===== config.mk =====
export PLATFORM = sky130hd
export DESIGN_NAME = chsd_ctrl
export DESIGN_NICKNAME = d
export VERILOG_FILES = /design/src/hw/rtl/chsd_pkg.sv /design/src/hw/rtl/chsd_ctrl.sv
export SDC_FILE = /design/constraint.sdc
export NUM_CORES = 1
export LEC_CHECK = 0
export ABC_CLOCK_PERIOD_IN_PS = 10350
export BUFFER_PORTS_ARGS = -buffer_cell sky130_fd_sc_hd__buf_2
export CORE_UTILIZATION = 45
export CTS_CLUSTER_DIAMETER = 100
export DETAILED_ROUTE_END_ITERATION = 10
export GPL_TIMING_DRIVEN = 0
export PLACE_DENSITY = 0.85
export SLEW_MARGIN = 10
export SYNTH_ARGS = -nofsm -noshare
export SYNTH_HDL_FRONTEND = slang
export SYNTH_SLANG_ARGS = --single-unit

===== constraint.sdc =====
create_clock -name i_clk -period 10.35 [get_ports i_clk]
set_input_delay 0 -clock i_clk [delete_from_list [all_inputs] [get_ports i_clk]]
set_output_delay 0 -clock i_clk [all_outputs]
set_load 0.03 [all_outputs]

===== src/hw/rtl/chsd_pkg.sv =====
// Package: shared types and constants for the shard directory.
`timescale 1ns / 1ps
`default_nettype none
package chsd_pkg;
    localparam logic [1:0] OP_REGISTER  = 2'd0;
    localparam logic [1:0] OP_HEARTBEAT = 2'd1;
    localparam logic [1:0] OP_DISCOVER  = 2'd2;
    localparam logic [1:0] OP_SWEEP     = 2'd3;

    localparam logic [1:0] ST_OK        = 2'd0;
    localparam logic [1:0] ST_FULL      = 2'd1;
    localparam logic [1:0] ST_NOT_FOUND = 2'd2;
    localparam logic [1:0] ST_EMPTY     = 2'd3;

    localparam logic [0:0] CFG_MAX_ENTRIES = 1'b0;
    localparam logic [0:0] CFG_LIFETIME    = 1'b1;

    localparam int ID_W   = 31;
    localparam int ADDR_W = 32;
    localparam int PORT_W = 16;
    localparam int TIME_W = 32;
    localparam int ENT_W  = ID_W + ADDR_W + PORT_W + TIME_W;

    typedef struct packed {
        logic [TIME_W-1:0] expiry;
        logic [PORT_W-1:0] port;
        logic [ADDR_W-1:0] addr;
        logic [ID_W-1:0]   id;
    } t_entry;

    // controller -> datapath
    typedef struct packed {
        logic do_insert;
        logic do_renew;
        logic do_sweep;
    } t_cmd;

    // datapath -> controller
    typedef struct packed {
        logic       any_hit;
        logic       empty;
        logic       full;
    } t_stat;
endpackage
`default_nettype wire


===== src/hw/rtl/chsd_ctrl.sv =====
// Controller: accepts one request, issues the datapath command, forms the result.
`timescale 1ns / 1ps
`default_nettype none
module chsd_ctrl (
    input  wire logic                         i_clk,
    input  wire logic                         i_rst_n,
    input  wire logic                         i_req_valid,
    output logic                              o_req_ready,
    input  wire logic [1:0]                   i_op,
    input  wire chsd_pkg::t_stat              i_stat,
    input  wire chsd_pkg::t_entry             i_found,
    input  wire logic [7:0]                   i_removed,
    output chsd_pkg::t_cmd                    o_cmd,
    output logic                              o_res_valid,
    input  wire logic                         i_res_ready,
    output logic [1:0]                        o_status,
    output logic [chsd_pkg::ID_W-1:0]         o_fid,
    output logic [chsd_pkg::ADDR_W-1:0]       o_faddr,
    output logic [chsd_pkg::PORT_W-1:0]       o_fport,
    output logic [7:0]                        o_removed
);
    localparam logic S_IDLE = 1'b0;
    localparam logic S_HOLD = 1'b1;

    logic r_state;
    logic take;

    logic [1:0]                  r_status;
    logic [chsd_pkg::ID_W-1:0]   r_fid;
    logic [chsd_pkg::ADDR_W-1:0] r_faddr;
    logic [chsd_pkg::PORT_W-1:0] r_fport;
    logic [7:0]                  r_removed;

    assign o_req_ready = (r_state == S_IDLE) || i_res_ready;
    assign take        = i_req_valid && o_req_ready;
    assign o_res_valid = (r_state == S_HOLD);

    assign o_status  = r_status;
    assign o_fid     = r_fid;
    assign o_faddr   = r_faddr;
    assign o_fport   = r_fport;
    assign o_removed = r_removed;

    always_comb begin
        o_cmd.do_insert = take && (i_op == chsd_pkg::OP_REGISTER) && !i_stat.full;
        o_cmd.do_renew  = take && (i_op == chsd_pkg::OP_HEARTBEAT) && i_stat.any_hit;
        o_cmd.do_sweep  = take && (i_op == chsd_pkg::OP_SWEEP);
    end

    always_ff @(posedge i_clk) begin
        if (!i_rst_n) begin
            r_state <= S_IDLE;
        end else if (take) begin
            r_state <= S_HOLD;
        end else if (i_res_ready) begin
            r_state <= S_IDLE;
        end
    end

    always_ff @(posedge i_clk) begin
        if (take) begin
            r_status  <= chsd_pkg::ST_OK;
            r_fid     <= '0;
            r_faddr   <= '0;
            r_fport   <= '0;
            r_removed <= '0;
            unique case (i_op)
                chsd_pkg::OP_REGISTER:
                    if (i_stat.full) r_status <= chsd_pkg::ST_FULL;
                chsd_pkg::OP_HEARTBEAT:
                    if (!i_stat.any_hit) r_status <= chsd_pkg::ST_NOT_FOUND;
                chsd_pkg::OP_DISCOVER: begin
                    if (i_stat.empty) begin
                        r_status <= chsd_pkg::ST_EMPTY;
                    end else begin
                        r_fid   <= i_found.id;
                        r_faddr <= i_found.addr;
                        r_fport <= i_found.port;
                    end
                end
                default: r_removed <= i_removed;
            endcase
        end
    end
endmodule
`default_nettype wire


; Word-level counts from Yosys, hierarchy flattened
; Index checks and enable logic that the tools add are counted.
[word_totals]
elab_cells = 29
out_inout_bits = 94
regBits = 90
[classes]
n_mux = 6
eq_ne = 3
bitwise = 2
reduce_logical = 12
[op_table]
columns = cell, count
row1 = logical AND 1 bit, 6
row2 = one-hot mux 2 bit (3 select lines), 1
row3 = "equality test 2 bit, second input constant", 2
row4 = two-way mux 2 bit, 2
row5 = two-way mux 1 bit, 3
row6 = OR reduction 3 bit, 1
row7 = "equality test 2 x 1 -> 1 bit, second input constant", 1
row8 = logical NOT 2 bit, 1
row9 = inverter 1 bit, 2
row10 = nonzero test 2 bit, 1
row11 = OR reduction 2 bit, 1
row12 = logical NOT 1 bit, 1
row13 = logical OR 1 bit, 1

; Longest topological paths before layout
; Gate-level depths: netlist (run 1).
[depth]
ltp_word = 5
depth_mapped = 4
mapped_depth_nobuf = 2

; Worst setup path before layout (run 1)
; OpenSTA, ideal clock, no wires.
[synth_path]
kind = register to register
start = reg r_state (netlist: o_res_valid)
end = reg r_faddr (netlist bit o_faddr[0]) (enable)
required_ns = 9.802
setup_time_ns = 0.548
n_path_buf = 0
stages_incl_launch_ff = 3
slack_ns = 5.235
t_arrival_ns = 4.567
path_cell_list = dfxtp_1 nor2b_1 nor2b_1
[synth_between]
elab_chain_len = 3
[synth_lines]
columns = item, line
row1 = from (decl), chsd_ctrl.sv:25  ; logic r_state;
row2 = from (signal assigned), chsd_ctrl.sv:52  ; r_state <= S_IDLE;
row3 = from (signal assigned), chsd_ctrl.sv:54  ; r_state <= S_HOLD;
row4 = from (signal assigned), chsd_ctrl.sv:56  ; r_state <= S_IDLE;
row5 = inverter 1 bit, chsd_ctrl.sv:34  ; assign o_req_ready = (r_state == S_IDLE) || i_res_ready;
row6 = logical OR 1 bit, chsd_ctrl.sv:34
row7 = logical AND 1 bit, chsd_ctrl.sv:35  ; assign take = i_req_valid && o_req_ready;
row8 = via take, chsd_ctrl.sv:26  ; logic take;
row9 = to (signal assigned), chsd_ctrl.sv:77  ; r_faddr <= i_found.addr;
row10 = to (decl), chsd_ctrl.sv:30  ; logic [chsd_pkg::ADDR_W-1:0] r_faddr;
; The timed path passes the listed nets, and every way through them passes these cells.
; A chain may end at the register's enable or synchronous reset.

; Worst setup path after layout (run 1)
[layout_path]
start = reg r_state (netlist: o_res_valid)
end = reg r_faddr (netlist bit o_faddr[6]) (enable)
; Same word-level chain as after synthesis.

==> summary.txt, run 1 <==
Critical path
  • Data required, critical path: 10.39 ns
  • Crit path DAT: 1.85 ns
  • Crit Path Category: reg2reg
  • Worst R2R Start: o_res_valid$_SDFFE_PN0P_
  • CP Capture Type: flip-flop
  • R2R setup slack: 8.54 ns
  • R2r endpoint: o_faddr[6]$_SDFFCE_PP0P_
  • Startpoint types: flip-flop
  • CP Max Fanout: 34
  • Reg2Reg Depth: 3

Clocking
  • Maximum clock path buffer count: 2
  • Root Driver: clkbuf_8
  • CTS tree: built
  • Worst-Skew Late Latency: 0.35 ns
  • Clock Pin Slew Worst Setup and Hold Paths: 0.08 ns
  • Sink Count: 90
  • Postcts setup bufs: 0
  • CTS HTree Levels: 3
  • CTS Buf Count: 9
  • Post_cts resized: 0

STA
  • Final setup viols: 0
  • Period utilization: 17.5%
  • Worst Skew: 0.0133 ns
  • Slew HR: 47.4%
  • Final setup TNS: 0 ns
  • F_max: 0.552 GHz
  • Min Tclk post-route: 1.81 ns
  • Final Max Tran Viols: 0
  • Unrepaired setup endpoints after global routing: no
  • Worst-margin pin slew: 0.788 ns
  • Final Hold Viols: 0

Min path
  • Hold depth: 3
  • Min-Delay Endpoint: o_status[1]$_DFFE_PP_
  • Min-Delay Path Class: in2reg
  • Hold path startpoint: i_stat[2]

Synth
  • Asr flop ratio synth: 0%
  • Syn nets: 330
  • Post-synthesis sequential area ratio: 79.1%
  • Share of the synthesized area in the top cell type: 78.5%
  • #FFs+latches synth: 90
  • Most area-hungry cell type in the Yosys netlist: edfxtp_1
  • Per-instance average area after synthesis: 16.8 µm²
  • Largest cells by area after synthesis: edfxtp_1, and2_1, and3_1
  • Cell with the most instances after synthesis: edfxtp_1
  • Synth cell count leaders: edfxtp_1, and2_1, and3_1, clkbuf_2
  • Mapped cell area: 3400 µm²
  • Post-synthesis cell count: 202
  • EDFF count, synth: 89
  • Synth unique cells: 20
  • Ys Warns: 0
  • Top_reg_cell synth: edfxtp_1

Global route
  • Vias in the first global route: 2707
  • First-pass GRT wire length: 12.9 mm
  • Antenna violations before repair: 0
  • Maximum number of pins on one net before global-route repair: 35
  • Remaining Overflow, GRT: 0
  • Overall global routing resource usage: 22.7%

Drt
  • ANT nets after route: 0
  • Vias/cell: 4.52
  • DRC: 0
  • DR vias: 2696
  • Routed length per instance: 15.4 µm
  • Detailed Route Iter0 Violations: 82
  • Pre-antenna DRT Iters: 5
  • Total detailed-routing wirelength: 9.18 mm

Die
  • # rows: 31
  • Die width: 89.0 µm
  • Io pins: 222
  • Die extent in y: 89.0 µm
  • Core Area: 7290 µm²
  • Die ar.: 7910 µm²
  • Initial Util: 46.7%

Placement
  • GP Congestion: 0.703
  • Placed inst area: 4520 µm²
  • HPWL after DPL: 5.28 mm
  • Number of port buffers: 189

Layout
  • Layout cells sized above 1: 43.0%
  • Number of diodes: 0
  • Net count, final: 622
  • Post-route cell area: 5650 µm²
  • P&R area growth vs syn: 66.1%
  • Register area: 2690 µm²
  • Footprint of the multi-input gates: 654 µm²
  • Fillers: 429

Power
  • Pwr dens: 149 nW/µm²
  • Worst vdd ir: 89.1 µV
  • Lkg Pwr: 0.00254 µW

Status
  • Status: finished clean

Flow run
  • Max-cap violations: 0
## state kept, by name, indices dropped and copies added (netlist names)
signal,count
o_status,2
o_fport,16
o_res_valid,1
o_removed,8
o_faddr,32
o_fid,31
## stage by stage
step / power, µW / cells / hold slack (ns) / worst slack, ns / utilization, %
2_1_floorplan: 504 / 202 / 0.118 / 5.24 / -
3_3_place_gp: 545 / 490 / 0.201 / 4.15 / 61.3
3_5_place_dp: 546 / 492 / 0.212 / 8.60 / 62.0
4_1_cts: 844 / 597 / 0.0177 / 8.57 / 77.5
5_1_grt: 868 / 597 / 0.0453 / 8.45 / 77.5
6_report: 842 / 597 / 0.0563 / 8.54 / 77.5
## metal layers
metal | global-route usage (%) | wire length, µm
met4 | 10.1 | 242
met5 | 0 | 0
met2 | 41.5 | 4740
met1 | 24.2 | 3350
met3 | 6.93 | 842
## layout make-up
| class | instances | area share (%) |
|---|---|---|
| buffer | 10 | 1.06 |
| clock buffer | 9 | 2.19 |
| clock inverter | 6 | 1.88 |
| inverter | 1 | 0.0664 |
| multi-input combinational | 101 | 11.6 |
| sequential | 90 | 47.6 |
| tap | 99 | 2.19 |
| timing repair buffer | 281 | 33.4 |
## worst max path at each step
stage	startpoint	to	depth (start not counted)	slack [ns]
final	o_res_valid$_SDFFE_PN0P_	o_faddr[6]$_SDFFCE_PP0P_	3	8.54
after global routing	o_res_valid$_SDFFE_PN0P_	o_fport[11]$_SDFFCE_PP0P_	3	8.45
after CTS	o_res_valid$_SDFFE_PN0P_	o_faddr[1]$_SDFFCE_PP0P_	3	8.57
after detailed placement	o_res_valid$_SDFFE_PN0P_	o_fport[11]$_SDFFCE_PP0P_	3	8.60
after global placement	o_res_valid$_SDFFE_PN0P_	o_fport[10]$_SDFFCE_PP0P_	2	4.15
after floorplan	o_res_valid$_SDFFE_PN0P_	o_faddr[0]$_SDFFCE_PP0P_	2	5.24
## logic make-up (layout without fill, tap and decap cells)
family	Yosys count	in the layout	synth area share (%)
muxes	1	1	0.294
buffers and inverters	11	307	1.87
DFF	90	90	79.1
and+or+nand+nor	98	98	18.3
AOI/OAI and AO/OA	2	2	0.368
## timing repair
action	4_1_cts	5_1_grt
hold endpoints to repair	89	0
endpoints found under the setup margin	0	0
hold buffers	90	0
## power breakdown
part / internal, µW / switching (µW) / total [µW]
Clock: 158 / 116 / 274
Combinational: 58.3 / 80.3 / 139
Sequential: 424 / 5.48 / 429
Total: 640 / 202 / 842
## critical path: stages (launching register included)
cell and delay (ns):
dfxtp_1 0.31, nor2b_1 0.22, nor2b_4 0.67, buf_12 0.30
## cells in the final DEF (no fill, tap or decap), types with 2 or more instances in the layout
cell           netlist  routed
edfxtp_1            89      89
clkbuf_8             0       9
clkbuf_2             6       6
and3_1               8       8
buf_2                0     189
and2_1              79      79
buf_12               0       2
buf_6                2       2
clkbuf_1             2       2
dlygate4sd3_1        0      90
bufinv_16            0       3
nand2b_1             2       2
clkinv_1             0       2
(Power assumes the default switching activity.)
==> inputs of run 2 (changes only) <==
ABC_AREA = 1   (was not set)
ABC_CLOCK_PERIOD_IN_PS = 1700   (was 10350)
CORE_UTILIZATION = 42   (was 45)
PLACE_DENSITY = 0.79   (was 0.85)
clock period = 1.7 ns   (was 10.35 ns; I/O delays follow)
==> summary.txt, run 2 <==
Synth
  • Syn nets: 423
  • EDFF count, synth: 89
  • #FFs+latches synth: 90
  • Asr flop ratio synth: 0%
  • Largest cells by area after synthesis: edfxtp_1, inv_1, nor2_1
  • Ys Warns: 0
  • Cell with the most instances after synthesis: inv_1
  • Most area-hungry cell type in the Yosys netlist: edfxtp_1
  • Share of the synthesized area in the top cell type: 76.5%
  • Synth cell count leaders: inv_1, nor2_1, edfxtp_1, nand2_1, buf_2
  • Mapped cell area: 3490 µm²
  • Per-instance average area after synthesis: 11.8 µm²
  • Post-synthesis cell count: 295
  • Synth unique cells: 12
  • Post-synthesis sequential area ratio: 77.1%
  • Top_reg_cell synth: edfxtp_1

Global route
  • Antenna violations before repair: 0
  • Overall global routing resource usage: 22.5%
  • Vias in the first global route: 3186
  • First-pass GRT wire length: 14.5 mm
  • Remaining Overflow, GRT: 0
  • Maximum number of pins on one net before global-route repair: 36

Layout
  • Fillers: 529
  • Layout cells sized above 1: 36.8%
  • Most frequent cells in the layout: buf_2, inv_1, dlygate4sd3_1
  • Net count, final: 718
  • Number of diodes: 0
  • P&R area growth vs syn: 65.3%
  • Commonest non-fill, non-tap cell in the layout: buf_2
  • Register area: 2700 µm²
  • Max reg flops: 32
  • Finished Layout Cells: 697
  • Footprint of the multi-input gates: 423 µm²

Critical path
  • Data required, critical path: 1.60 ns
  • Largest stage delay on the critical path: 0.52 ns
  • Startpoint types: flip-flop
  • Top delay family on crit path: buffers and inverters
  • Slowest CP cell: clkinvlp_2
  • Crit Path Category: reg2reg
  • Crit path DAT: 1.42 ns
  • CP bufs+invs: 1
  • CP Capture Type: flip-flop
  • Worst R2R Start: o_res_valid$_SDFFE_PN0P_
  • Sequence of cells on the critical path: nand2_8 > nand2_4 > clkinvlp_2
  • Worst Setup SP: o_res_valid$_SDFFE_PN0P_
  • CP Max Fanout: 13

STA
  • Final Worst Setup Slack: 0.176 ns
  • Worst Skew: 0.00974 ns
  • Unrepaired setup endpoints after global routing: no
  • Final Hold Viols: 0
  • F_max: 0.656 GHz
  • Final Max Tran Viols: 0
  • Final setup viols: 0
  • Worst-margin pin slew: 0.608 ns
  • Period utilization: 89.6%
  • Min Tclk post-route: 1.52 ns
  • Slew HR: 59.2%

Flow run
  • Max-cap violations: 0

Drt
  • Total detailed-routing wirelength: 9.53 mm
  • DRC: 0
  • Routed length per instance: 13.7 µm
  • Detailed Route Iter0 Violations: 90
  • Pre-antenna DRT Iters: 6
  • DR vias: 3016
  • Vias/cell: 4.33
  • ANT nets after route: 0

Power
  • Seq pwr share: 51.9%
  • Comb power frac: 17.5%
  • Internal power: 3760 µW
  • Pwr dens: 872 nW/µm²
  • Lkg Pwr: 0.00294 µW
  • Sw Share: 25.3%
  • P_sw: 1270 µW
  • Clock power frac: 30.6%
  • Worst vdd ir: 495 µV

Clocking
  • Maximum clock path buffer count: 2
  • CTS HTree Levels: 3
  • Clock Pin Slew Worst Setup and Hold Paths: 0.08 ns
  • Root Driver: clkbuf_8
  • Worst-Skew Late Latency: 0.35 ns
  • CTS Buf Count: 9
  • Postcts setup bufs: 0
  • Sink Count: 90
  • CTS tree: built

Die
  • # rows: 32
  • Core Area: 7890 µm²
  • Io pins: 222
  • Die width: 93.2 µm
  • Die extent in y: 93.2 µm
  • Die ar.: 8690 µm²
  • Initial Util: 44.3%

Min path
  • Hold path startpoint: i_found[23]
  • Min-Delay Path Class: in2reg

Placement
  • Post-placement setup slack: 0.0212 ns
  • GP Congestion: 0.713
  • Number of port buffers: 189
  • HPWL after DPL: 5.53 mm
  • DP Cell Count: 588

Status
  • Status: finished clean
## run 2: changes by cell type after synthesis, sizes merged, moves of 6 or more
cell / previous run / this run
buf: 2 / 8
and3: 8 / 0
nand2: 1 / 7
and2: 79 / 0
clkbuf: 8 / 0
inv: 1 / 94
nor2: 1 / 91
## run 2: worst paths after layout
| kind | endpoint | slack, ns | cells past startpoint |
|---|---|---|---|
| setup reg to reg | o_fid[17]$_SDFFCE_PP0P_ | 0.18 | 3 |
| hold reg to reg | o_fid[12]$_SDFFCE_PP0P_ | 0.99 | 3 |
| hold / removal | o_fid[23]$_SDFFCE_PP0P_ | 0.04 | 3 |
| setup / recovery | o_fid[17]$_SDFFCE_PP0P_ | 0.18 | 3 |
## run 2: stage by stage
stage | util, % | setup TNS, ns | hold WS [ns] | instance area (µm²) | total power [µW]
after CTS | 73.1 | 0 | 0.00318 | 5760 | 5050
after floorplan | - | -51.33 | 0.0995 | 3520 | 3080
after global routing | 73.2 | 0 | 0.0448 | 5770 | 5230
after global placement | 58.3 | -86.79 | 0.207 | 4600 | 3340
after detailed placement | 58.8 | 0 | 0.218 | 4640 | 3360
final | 73.2 | 0 | 0.0405 | 5770 | 5030
## run 2: worst reg2reg max path, stage by stage, from the launching register on
cell and delay [ns]:
dfxtp_4 0.38, nand2_8 0.06, nand2_4 0.12, clkinvlp_2 0.52
## run 2: power groups by stage
stage	sequential [µW]	clock, µW	combinational, µW
detailed placement	2660	0	703
global route	2620	1660	941
finish	2610	1540	882
global placement	2660	0	674
floorplan	2940	0	144
CTS	2610	1570	870
## run 2: final cells by class
cell class | instances | share of cell area, %
multi-input combinational | 103 | 7.32
clock inverter | 5 | 1.37
buffer | 8 | 0.845
clock buffer | 11 | 2.28
timing repair inverter | 1 | 0.0867
tap | 102 | 2.21
sequential | 90 | 46.7
timing repair buffer | 283 | 33.0
inverter | 94 | 6.18
## run 2: layer usage
layer  track usage [%]  up-vias  part of all wire, %
met5                 0        -                    0
met4              9.10        0                  2.1
met3              4.31       19                  6.0
met2              44.5      136                   55
met1              22.8     1388                   37
li1                  -     1473                    -
## run 2: kinds of logic after synthesis
family	count (synthesis)	synth area share, %
buf+inv	102	11.5
simple gates	101	11.1
compound gates	2	0.286
flops	90	77.1
## run 2: timing repair
action	in CTS	in global routing
gates resized for setup	0	0
hold endpoints to repair	88	1
endpoints found under the setup margin	2	0
hold buffers	91	1
==> inputs of run 3 (changes only) <==
RECOVER_POWER = 25   (was not set)
==> summary.txt, run 3 (same netlist as run 2, synthesis figures left out) <==
Clocking
  • Postcts setup bufs: 0
  • Clock Pin Slew Worst Setup and Hold Paths: 0.08 ns
  • Maximum clock path buffer count: 2
  • CTS HTree Levels: 3
  • Worst-Skew Late Latency: 0.35 ns
  • Root Driver: clkbuf_8
  • Sink Count: 90
  • CTS tree: built
  • CTS Buf Count: 9

Critical path
  • R2R setup slack: 0.16 ns
  • Startpoint types: flip-flop
  • CP Max Fanout: 13
  • Data required, critical path: 1.60 ns
  • Reg2Reg Depth: 3
  • R2r endpoint: o_faddr[31]$_SDFFCE_PP0P_
  • Crit Path Category: reg2reg
  • Crit path capture: o_faddr[31]$_SDFFCE_PP0P_
  • Worst Setup SP: o_res_valid$_SDFFE_PN0P_
  • CP Capture Type: flip-flop
  • Crit path DAT: 1.43 ns
  • Worst R2R Start: o_res_valid$_SDFFE_PN0P_

Power
  • Lkg Pwr: 0.00291 µW
  • Worst vdd ir: 497 µV
  • P_sw: 1270 µW
  • Internal power: 3760 µW
  • Comb power frac: 17.5%
  • Sw Share: 25.3%
  • Clock power frac: 30.5%
  • Total Power: 5030 µW
  • Pwr dens: 873 nW/µm²
  • Seq pwr share: 52.0%

Status
  • Status: finished clean

Die
  • Io pins: 222
  • Die extent in y: 93.2 µm
  • Die ar.: 8690 µm²
  • # rows: 32
  • Initial Util: 44.3%
  • Die width: 93.2 µm
  • Core Area: 7890 µm²

Layout
  • Number of diodes: 0
  • Most frequent cells in the layout: buf_2, inv_1, dlygate4sd3_1
  • P&R area growth vs syn: 64.8%
  • Commonest non-fill, non-tap cell in the layout: buf_2
  • Net count, final: 718
  • Max reg flops: 32
  • Layout cells sized above 1: 35.1%

Global route
  • First-pass GRT wire length: 14.5 mm
  • Remaining Overflow, GRT: 0
  • Overall global routing resource usage: 22.5%
  • Antenna violations before repair: 0
  • Maximum number of pins on one net before global-route repair: 36
  • Vias in the first global route: 3186

Flow run
  • Max-cap violations: 0

STA
  • F_max: 0.651 GHz
  • Final setup TNS: 0 ns
  • Worst Skew: 0.00807 ns
  • Final setup viols: 0
  • Worst-margin pin slew: 0.616 ns
  • Period utilization: 90.3%
  • Final Max Tran Viols: 0
  • Min Tclk post-route: 1.54 ns
  • WHS: 0.0419 ns
  • Final Hold Viols: 0
  • Slew HR: 58.7%
  • Unrepaired setup endpoints after global routing: no

Drt
  • ANT nets after route: 0
  • Pre-antenna DRT Iters: 5
  • DRC: 0
  • Vias/cell: 4.33
  • Total detailed-routing wirelength: 9.56 mm
  • Detailed Route Iter0 Violations: 88
  • DR vias: 3019
  • Routed length per instance: 13.7 µm

Min path
  • Min-Delay Path Class: in2reg
  • Hold path startpoint: i_found[23]

Placement
  • HPWL after DPL: 5.53 mm
  • GP Congestion: 0.713
  • Number of port buffers: 189
run 3: what timing repair did:
item	4_1_cts	5_1_grt
hold buffers	91	1
hold endpoints to repair	88	1
gates resized for setup	0	0
endpoints found under the setup margin	2	0
run 3: worst min path at each step:
stage,end,cells after the start,slack (ns)
2_1_floorplan,o_res_valid$_SDFFE_PN0P_,2,0.1
4_1_cts,o_fid[14]$_SDFFCE_PP0P_,3,0.003
3_5_place_dp,o_res_valid$_SDFFE_PN0P_,3,0.22
3_3_place_gp,o_res_valid$_SDFFE_PN0P_,3,0.21
6_report,o_fid[23]$_SDFFCE_PP0P_,3,0.04
5_1_grt,o_fid[23]$_SDFFCE_PP0P_,3,0.04
run 3: stage by stage:
stage	worst slack, ns	util [%]	cells	instance area [µm²]
floorplan	-0.577	-	295	3520
global placement	-0.978	58.3	586	4600
detailed placement	0.0212	58.8	588	4640
CTS	0.145	73.1	696	5760
global route	0.0844	73.0	697	5760
finish	0.164	73.0	697	5760
run 3: cell type report:
class	instances	area [µm²]
fillers	535	2130
well taps	102	128
multi-input cells	103	419
flip-flops and latches	90	2700
clock buffers	11	131
plain buffers	8	37.5
repair inverters	1	5.00
inverters	94	357
clock inverters	5	78.8
repair buffers	283	1900
run 3: routing by layer:
layer | GRT usage (%) | wire length (µm) | vias up
met1 | 22.8 | 3500 | 1387
met5 | 0 | 0 | -
met2 | 44.5 | 5270 | 140
li1 | - | - | 1473
met4 | 9.10 | 219 | 0
met3 | 4.31 | 580 | 19
run 3: worst max-delay path: stages, from the launching register on:
cell and delay, ns:
dfxtp_4 0.38, nand2_8 0.06, nand2_4 0.12, clkinvlp_2 0.53
run 3: power by group through the flow:
stage / Clock [µW] / Combinational (µW) / Sequential (µW)
after floorplan: 0 / 144 / 2940
after detailed placement: 0 / 703 / 2660
after global placement: 0 / 674 / 2660
after CTS: 1570 / 870 / 2610
after global routing: 1660 / 938 / 2620
final: 1540 / 878 / 2610
